===== src/rtl/core/spq_pkg.sv =====
package spq_pkg;

  localparam int unsigned IdW     = 16;
  localparam int unsigned LevelW  = 3;
  localparam int unsigned StatusW = 2;
  localparam int unsigned ClampW  = 5;

  localparam logic OpArrive = 1'b0;
  localparam logic OpPop    = 1'b1;

  typedef enum logic [StatusW-1:0] {
    StOk    = 2'd0,
    StEmpty = 2'd1,
    StFull  = 2'd2
  } spq_status_e;

  typedef struct packed {
    logic push;
    logic pop;
  } spq_ctrl_t;

endpackage


===== src/rtl/core/spq_cell.sv =====
module spq_cell #(
  parameter int unsigned LvW  = 3,
  parameter int unsigned IdSW = 16
) (
  input  logic              clk_i,
  input  spq_pkg::spq_ctrl_t ctrl_i,
  input  logic              occ_i,
  input  logic [LvW-1:0]    new_level_i,
  input  logic [IdSW-1:0]   new_id_i,
  input  logic              prev_behind_i,
  input  logic [LvW-1:0]    prev_level_i,
  input  logic [IdSW-1:0]   prev_id_i,
  input  logic [LvW-1:0]    next_level_i,
  input  logic [IdSW-1:0]   next_id_i,
  output logic              behind_o,
  output logic [LvW-1:0]    level_o,
  output logic [IdSW-1:0]   id_o
);
  import spq_pkg::*;

  logic [LvW-1:0]  level_q, level_d;
  logic [IdSW-1:0] id_q, id_d;

  assign behind_o = occ_i && (level_q <= new_level_i);

  always_comb begin
    level_d = level_q;
    id_d    = id_q;
    if (ctrl_i.push) begin
      if (!prev_behind_i) begin
        level_d = prev_level_i;
        id_d    = prev_id_i;
      end else if (!behind_o) begin
        level_d = new_level_i;
        id_d    = new_id_i;
      end
    end else if (ctrl_i.pop) begin
      level_d = next_level_i;
      id_d    = next_id_i;
    end
  end

  always_ff @(posedge clk_i) begin
    level_q <= level_d;
    id_q    <= id_d;
  end

  assign level_o = level_q;
  assign id_o    = id_q;

endmodule


===== src/rtl/core/stable_priority_queue_core.sv =====
// Stable priority queue held in a chain of CAPACITY cells, kept sorted with the head in the
// first cell. An arrive beat with a level from 1 (most urgent) to LEVELS is placed behind every
// waiting entry of the same or a more urgent level; levels outside that range are saturated.
// A pop beat returns the head identifier with status ok, or status empty on an empty queue; an
// arrival on a full queue is dropped with status full. Accepted arrivals give no result beat.
// Every operation completes through a parallel compare and shift across all cells, so one
// beat is taken per cycle while input is not stalled; a result beat appears in the output
// register in the cycle after its input beat, and input is stalled only while that
// register is held by output stall. No clearing pass is needed after reset.
module stable_priority_queue_core #(
  parameter int unsigned CAPACITY = 64,
  parameter int unsigned LEVELS   = 5,
  parameter int unsigned ID_BITS  = 16
) (
  input  logic                       clk_i,
  input  logic                       rst_ni,
  input  logic                       in_valid_i,
  output logic                       in_stall_o,
  input  logic                       op_i,
  input  logic [spq_pkg::IdW-1:0]    item_id_i,
  input  logic [spq_pkg::LevelW-1:0] level_i,
  output logic                       out_valid_o,
  input  logic                       out_stall_i,
  output logic [spq_pkg::IdW-1:0]    served_id_o,
  output logic [spq_pkg::StatusW-1:0] status_o
);
  import spq_pkg::*;

  localparam int unsigned LvW  = $clog2(LEVELS + 1);
  localparam int unsigned IdSW = (ID_BITS < IdW) ? ID_BITS : IdW;
  localparam int unsigned CntW = $clog2(CAPACITY + 1);

  logic [CntW-1:0] occ_q, occ_d;
  logic            out_valid_q, out_valid_d;
  logic [IdW-1:0]  served_id_q;
  spq_status_e     status_q;

  logic            accept, is_arrive, full, empty, has_result;
  spq_ctrl_t       ctrl;
  logic [ClampW-1:0] lv_ext;
  logic [LvW-1:0]  new_level;
  logic [IdSW-1:0] new_id;

  logic [LvW-1:0]  cell_level [CAPACITY];
  logic [IdSW-1:0] cell_id    [CAPACITY];
  logic            cell_behind[CAPACITY];

  assign in_stall_o = out_valid_q && out_stall_i;
  assign accept     = in_valid_i && !in_stall_o;
  assign is_arrive  = (op_i == OpArrive);
  assign full       = (occ_q == CntW'(CAPACITY));
  assign empty      = (occ_q == '0);
  assign has_result = accept && (!is_arrive || full);

  assign ctrl.push = accept && is_arrive && !full;
  assign ctrl.pop  = accept && !is_arrive && !empty;

  always_comb begin
    lv_ext = ClampW'(level_i);
    if (lv_ext == '0) begin
      lv_ext = ClampW'(1);
    end else if (lv_ext > ClampW'(LEVELS)) begin
      lv_ext = ClampW'(LEVELS);
    end
  end

  assign new_level = lv_ext[LvW-1:0];
  assign new_id    = item_id_i[IdSW-1:0];

  for (genvar i = 0; i < CAPACITY; i++) begin : g_cell
    logic            prev_behind;
    logic [LvW-1:0]  prev_level, next_level;
    logic [IdSW-1:0] prev_id, next_id;

    if (i == 0) begin : g_first
      assign prev_behind = 1'b1;
      assign prev_level  = new_level;
      assign prev_id     = new_id;
    end else begin : g_mid
      assign prev_behind = cell_behind[i-1];
      assign prev_level  = cell_level[i-1];
      assign prev_id     = cell_id[i-1];
    end

    if (i == CAPACITY - 1) begin : g_last
      assign next_level = cell_level[i];
      assign next_id    = cell_id[i];
    end else begin : g_inner
      assign next_level = cell_level[i+1];
      assign next_id    = cell_id[i+1];
    end

    spq_cell #(
      .LvW  (LvW),
      .IdSW (IdSW)
    ) u_cell (
      .clk_i         (clk_i),
      .ctrl_i        (ctrl),
      .occ_i         (occ_q > CntW'(i)),
      .new_level_i   (new_level),
      .new_id_i      (new_id),
      .prev_behind_i (prev_behind),
      .prev_level_i  (prev_level),
      .prev_id_i     (prev_id),
      .next_level_i  (next_level),
      .next_id_i     (next_id),
      .behind_o      (cell_behind[i]),
      .level_o       (cell_level[i]),
      .id_o          (cell_id[i])
    );
  end

  always_comb begin
    occ_d = occ_q;
    if (ctrl.push) begin
      occ_d = occ_q + CntW'(1);
    end else if (ctrl.pop) begin
      occ_d = occ_q - CntW'(1);
    end
    out_valid_d = out_valid_q;
    if (has_result) begin
      out_valid_d = 1'b1;
    end else if (!out_stall_i) begin
      out_valid_d = 1'b0;
    end
  end

  always_ff @(posedge clk_i or negedge rst_ni) begin
    if (!rst_ni) begin
      occ_q       <= '0;
      out_valid_q <= 1'b0;
    end else begin
      occ_q       <= occ_d;
      out_valid_q <= out_valid_d;
    end
  end

  always_ff @(posedge clk_i) begin
    if (has_result) begin
      if (is_arrive) begin
        served_id_q <= '0;
        status_q    <= StFull;
      end else if (empty) begin
        served_id_q <= '0;
        status_q    <= StEmpty;
      end else begin
        served_id_q <= IdW'(cell_id[0]);
        status_q    <= StOk;
      end
    end
  end

  assign out_valid_o = out_valid_q;
  assign served_id_o = served_id_q;
  assign status_o    = status_q;

  a_occ_bound : assert property (@(posedge clk_i) disable iff (!rst_ni)
    occ_q <= CntW'(CAPACITY))
    else $error("occupancy exceeds capacity");

  a_push_count : assert property (@(posedge clk_i) disable iff (!rst_ni)
    ctrl.push |=> (occ_q == $past(occ_q) + CntW'(1)))
    else $error("insertion did not raise occupancy");

  a_full_drop : assert property (@(posedge clk_i) disable iff (!rst_ni)
    (accept && is_arrive && full) |=> (out_valid_o && status_o == StFull && occ_q == $past(occ_q)))
    else $error("arrival on full queue not reported as dropped");

  a_head_sorted : assert property (@(posedge clk_i) disable iff (!rst_ni)
    (occ_q >= CntW'(2)) |-> (cell_level[0] <= cell_level[1]))
    else $error("head cells out of order");

endmodule


===== config.mk =====
export PLATFORM = sky130hd
export DESIGN_NAME = stable_priority_queue_core
export DESIGN_NICKNAME = d
export VERILOG_FILES = /design/src/rtl/core/spq_pkg.sv /design/src/rtl/core/spq_cell.sv /design/src/rtl/core/stable_priority_queue_core.sv
export SDC_FILE = /design/constraint.sdc
export NUM_CORES = 2
export LEC_CHECK = 0
export BUFFER_PORTS_ARGS = -buffer_cell sky130_fd_sc_hd__buf_2
export CAP_MARGIN = 0
export CORE_MARGIN = 10
export CORE_UTILIZATION = 30
export CTS_CLUSTER_DIAMETER = 40
export DETAILED_ROUTE_END_ITERATION = 12
export GPL_TIMING_DRIVEN = 0
export PLACE_DENSITY = 0.47
export SLEW_MARGIN = 5
export SYNTH_ARGS = -nofsm -noshare
export SYNTH_HDL_FRONTEND = slang
export SYNTH_HIERARCHICAL = 1
export SYNTH_SLANG_ARGS = --single-unit

===== constraint.sdc =====
create_clock -name clk_i -period 9.6 [get_ports clk_i]
set_clock_uncertainty 0.05 [all_clocks]
set_input_delay 1.92 -clock clk_i [delete_from_list [all_inputs] [get_ports clk_i]]
set_output_delay 1.92 -clock clk_i [all_outputs]
set_load 0.05 [all_outputs]

After elaboration in Yosys (flattened, before gate mapping)
Index checks and enable logic that the tools add are counted.
- bits in read-only memories: 0
- word-level logic and storage cells: 986
- bits in writable memories: 0
- output and inout bits: 20
- flip-flop bits (word level): 1242
- memories: 0
- latch bits: 0
- input port bits: 24
- divide/modulo/power cells: 0
- shift-type cells: 0
- multipliers: 0
- magnitude comparators: 129
- equal/unequal tests: 66
- reduce and logical (&&, ||, !) cells: 143
- add/sub/neg operators: 2
- multiplexer cells: 513
- bitwise gates (word level): 1
- operators with widths (kind ; number):
    2-to-1 mux 16 bit ; 253
    2-to-1 mux 3 bit ; 255
    > comparator 7 x 6 -> 1 bit (second input constant) ; 32
    less-or-equal comparator 3 bit ; 64
    inequality test 3 bit (second input constant) ; 62
    AND reduction 2 bit ; 64
    > comparator 7 x 5 -> 1 bit (second input constant) ; 16
    logical AND 1 bit ; 71
    > comparator 7 x 4 -> 1 bit (second input constant) ; 8
    > comparator 7 x 3 -> 1 bit (second input constant) ; 4
    > comparator 7 x 1 -> 1 bit (second input constant) ; 2
    > comparator 7 x 2 -> 1 bit (second input constant) ; 2
    2-to-1 mux 7 bit ; 2
    adder 7 x 1 -> 7 bit (second input constant) ; 1
    equality test 7 bit (second input constant) ; 1
    logical NOT 7 bit ; 1
    subtractor 7 x 1 -> 7 bit (second input constant) ; 1
    inequality test 2 bit (second input constant) ; 2
    > comparator 3 bit (second input constant) ; 1
    logical NOT 1 bit ; 3
    logical NOT 3 bit ; 1
    2-to-1 mux 1 bit ; 3
    inequality test 2 x 1 -> 1 bit (second input constant) ; 1
    nonzero test 2 bit ; 1
    3 further kinds ; 3

Longest topological paths before layout
- depth in word-level cells: 8
- mapped depth: 13
- mapped depth without buffers: 10

By module
Netlist, hierarchy kept.
- by module, submodules not included (module ; instances ; area an instance (um2) ; sequential area each (um2) ; cells an instance):
    spq_cell ; 64 ; 1073.5 ; 570.5 ; 96
    stable_priority_queue_core ; 1 ; 1968.1 ; 740.7 ; 251

Worst setup path before layout
OpenSTA, ideal clock, no wires.
- kind: in2reg
- start point: in level_i[2] (netlist bit)
- end point: reg g_cell[15].u_cell.id_q[0] (enable)
- path slack: -4.806 ns
- setup time: 0.339 ns
- path buffers: 1
- arrival: 14.017 ns
- cell stages on the path: 9
- required time: 9.211 ns
- cell sequence: nor2b_1 o21bai_1 ha_1 nand3_1 a21boi_1 buf_6 nand3_2 o22a_1 o21a_1
- RTL lines (what ; RTL line ; RTL):
    start, declared ; stable_priority_queue_core.sv:21 ; input logic [spq_pkg::LevelW-1:0] level_i,
    end signal, assigned ; spq_cell.sv:45 ; id_q <= id_d;
    end, declared ; spq_cell.sv:22 ; logic [IdSW-1:0] id_q, id_d;

==> qor.csv <==
stage;metric;value;unit
setup_path;Crit. End Element;register;
outcome;status;finished clean;
power;internal power;0.0165;W
timing;Final WS setup;4.63;ns
setup_path;CP startpoint;in_valid_i;
floorplanning;Die Wd;505;µm
clocking;CTS tree;built;
synthesis;Yosys warnings;6;
power;Tot Pwr;0.0244;W
clocking;Setup Buffers After CTS;0;
timing;fin. max-slew vios;0;
clocking;Reg clk slew, reported paths;0.05;ns
place;GP Congestion;0.811;
routing;Routed Antenna Nets;0;
global_route;gr usage total;16.0;%
job;max-cap viol count;0;
floorplanning;io pins;44;
setup_path;worst r2r path cells;10;
hold_path;Worst Hold End;g_cell[62].u_cell/id_o[0];
global_route;first-pass GRT wire length;324;mm
final_layout;final core occ;36.1;%
clocking;CTS Buf Count;278;
floorplanning;height of the die;505;µm
power;switching fraction of total power;32.5;%
global_route;number of global-route vias before repair;51800;
routing;DRC marker count from the first detailed-route iteration;3586;
power;combinational power share;30.0;%
routing;DRC Markers;0;
timing;Slew Limit Headroom;4.60;%
timing;Fin. Hold Viols;0;
routing;Pre-antenna DRT Iters;6;
clocking;post-CTS sizing;0;
place;pre-CTS WS;3.62;ns
timing;final setup violation count;0;
power;Reg power frac;32.2;%
power;switching power;0.00792;W
setup_path;Worst EP required;10.07;ns
routing;DR WL/cell;21.1;µm
final_layout;nets@finish;6978;
setup_path;Max FO, Critical Path;72;
clocking;CTS Hold Buffers Added;0;
timing;period utilisation layout;51.7;%
floorplanning;Initial Utilization;30.1;%
routing;routed vias/inst;4.94;
global_route;largest net degree at the start of global routing;83;
timing;Least-Margin Pin Slew;1.42;ns
timing;fmax;201;MHz
timing;crit path time final;4.97;ns
timing;Fin Hold WS;0.539;ns
power;P_leak;32.6;nW
routing;routed vias;50000;
synthesis;Mapped Cells;6394;
global_route;global route overflow;0;
clocking;clock sinks;1242;
setup_path;Worst R2R End;g_cell[60].u_cell/id_o[6];
hold_path;Hold Crit Depth;2;
clocking;Clock Tree Root;clkbuf_16;
clocking;clk buf depth;4;
power;Clk network pwr share;37.8;%
final_layout;fillcell total;23500;
routing;routed wire length;213;mm
floorplanning;core area;0.235;mm²
setup_path;FF-to-FF setup slack;4.76;ns
synthesis;Syn Area/Cell;11.1;µm²
floorplanning;# rows;178;
timing;RSZ-0062 raised after global routing;false;
power;Worst VDD drop;0.000119;V
timing;setup TNS;0;ns
clocking;# H-tree levels;5;
hold_path;min-delay src;g_cell[63].u_cell/id_o[0];
synthesis;cell area after synthesis;0.0707;mm²
global_route;antenna violations before repair;1;
final_layout;synthesis-to-layout area growth;20.0;%
setup_path;critical path type;input port to register;
floorplanning;full die area;0.255;mm²
place;I/O Buffers;43;
setup_path;Arr. time, crit path;5.43;ns
hold_path;Hold Path Class;register to register;
setup_path;Critical R2R Launch;occ_q[1];
power;P per Cell Area;288;mW/mm²
final_layout;layout cell share with drive strength beyond 1;13.7;%
setup_path;Critical Path Start Type;input port;
clocking;Worst-Skew Late Latency;0.90;ns
place;HPWL after DPL;156;mm
## cell usage in the layout, fill, tap and decap left out, drive strengths merged, types with 112 or more instances in the layout
| cell | count |
|---|---|
| a21oi | 1290 |
| nor2 | 1238 |
| edfxtp | 1234 |
| mux2i | 1218 |
| buf | 471 |
| clkbuf | 332 |
| inv | 206 |
| ha | 196 |
| nand3 | 132 |
| o21ai | 112 |
## through the flow
| stage | cells | area [µm²] |
|---|---|---|
| detailed placement | 9628 | 75800 |
| CTS | 10100 | 84800 |
| finish | 10100 | 84800 |
| global route | 10100 | 84800 |
| floorplan | 6395 | 70700 |
| global placement | 9588 | 74800 |
## layout make-up
class                   instances  area [µm²]  area share, %
diodes                          1        2.50        0.00295
clock inverters               164        1790           2.11
inverters                     201         762          0.899
plain buffers                 407        2990           3.53
clock buffers                 313        7180           8.47
flip-flops and latches       1242       37300           43.9
multi-input cells            4545       29700           35.0
well taps                    3150        3940           4.65
repair buffers                 83        1180           1.39
## registers in the layout, indices dropped and copies added (netlist names)
| register | cells |
|---|---|
| occ_q | 7 |
| served_id_o | 16 |
| g_cell.u_cell/level_o | 192 |
| g_cell.u_cell/id_o | 1024 |
| out_valid_o | 1 |
| status_o | 2 |
## critical path: stages
cell	delay, ns
buf_2	0.10
a21boi_0	0.69
o211ai_4	0.34
inv_8	0.38
buf_16	0.33
buf_16	0.31
buf_4	0.26
o22a_1	0.15
o21a_1	0.71
## power groups by stage
stage,clock (W),combinational (W),sequential [W]
CTS,0.00945,0.00736,0.00786
global route,0.00973,0.00794,0.00795
detailed placement,0,0.00734,0.00794
global placement,0,0.00723,0.00795
floorplan,0,0.00556,0.00762
finish,0.00923,0.00732,0.00786
## layer usage
layer	part of all wire, %	GRT usage [%]	up-vias	wire [µm]
li1	-	-	24200	-
met1	48	22.5	24200	102000
met2	46	25.7	1171	97000
met3	4.6	2.50	306	9750
met4	2.2	4.40	0	4670
met5	0	0	-	0
## worst max path at each step
stage / endpoint / cells after the start
finish: g_cell[57].u_cell/id_o[11] / 9
CTS: g_cell[56].u_cell/id_o[6] / 9
global route: g_cell[57].u_cell/id_o[10] / 9
floorplan: g_cell[10].u_cell/id_o[0] / 9
detailed placement: g_cell[56].u_cell/id_o[12] / 9
global placement: g_cell[40].u_cell/id_o[10] / 10
(Power assumes the default switching activity.)
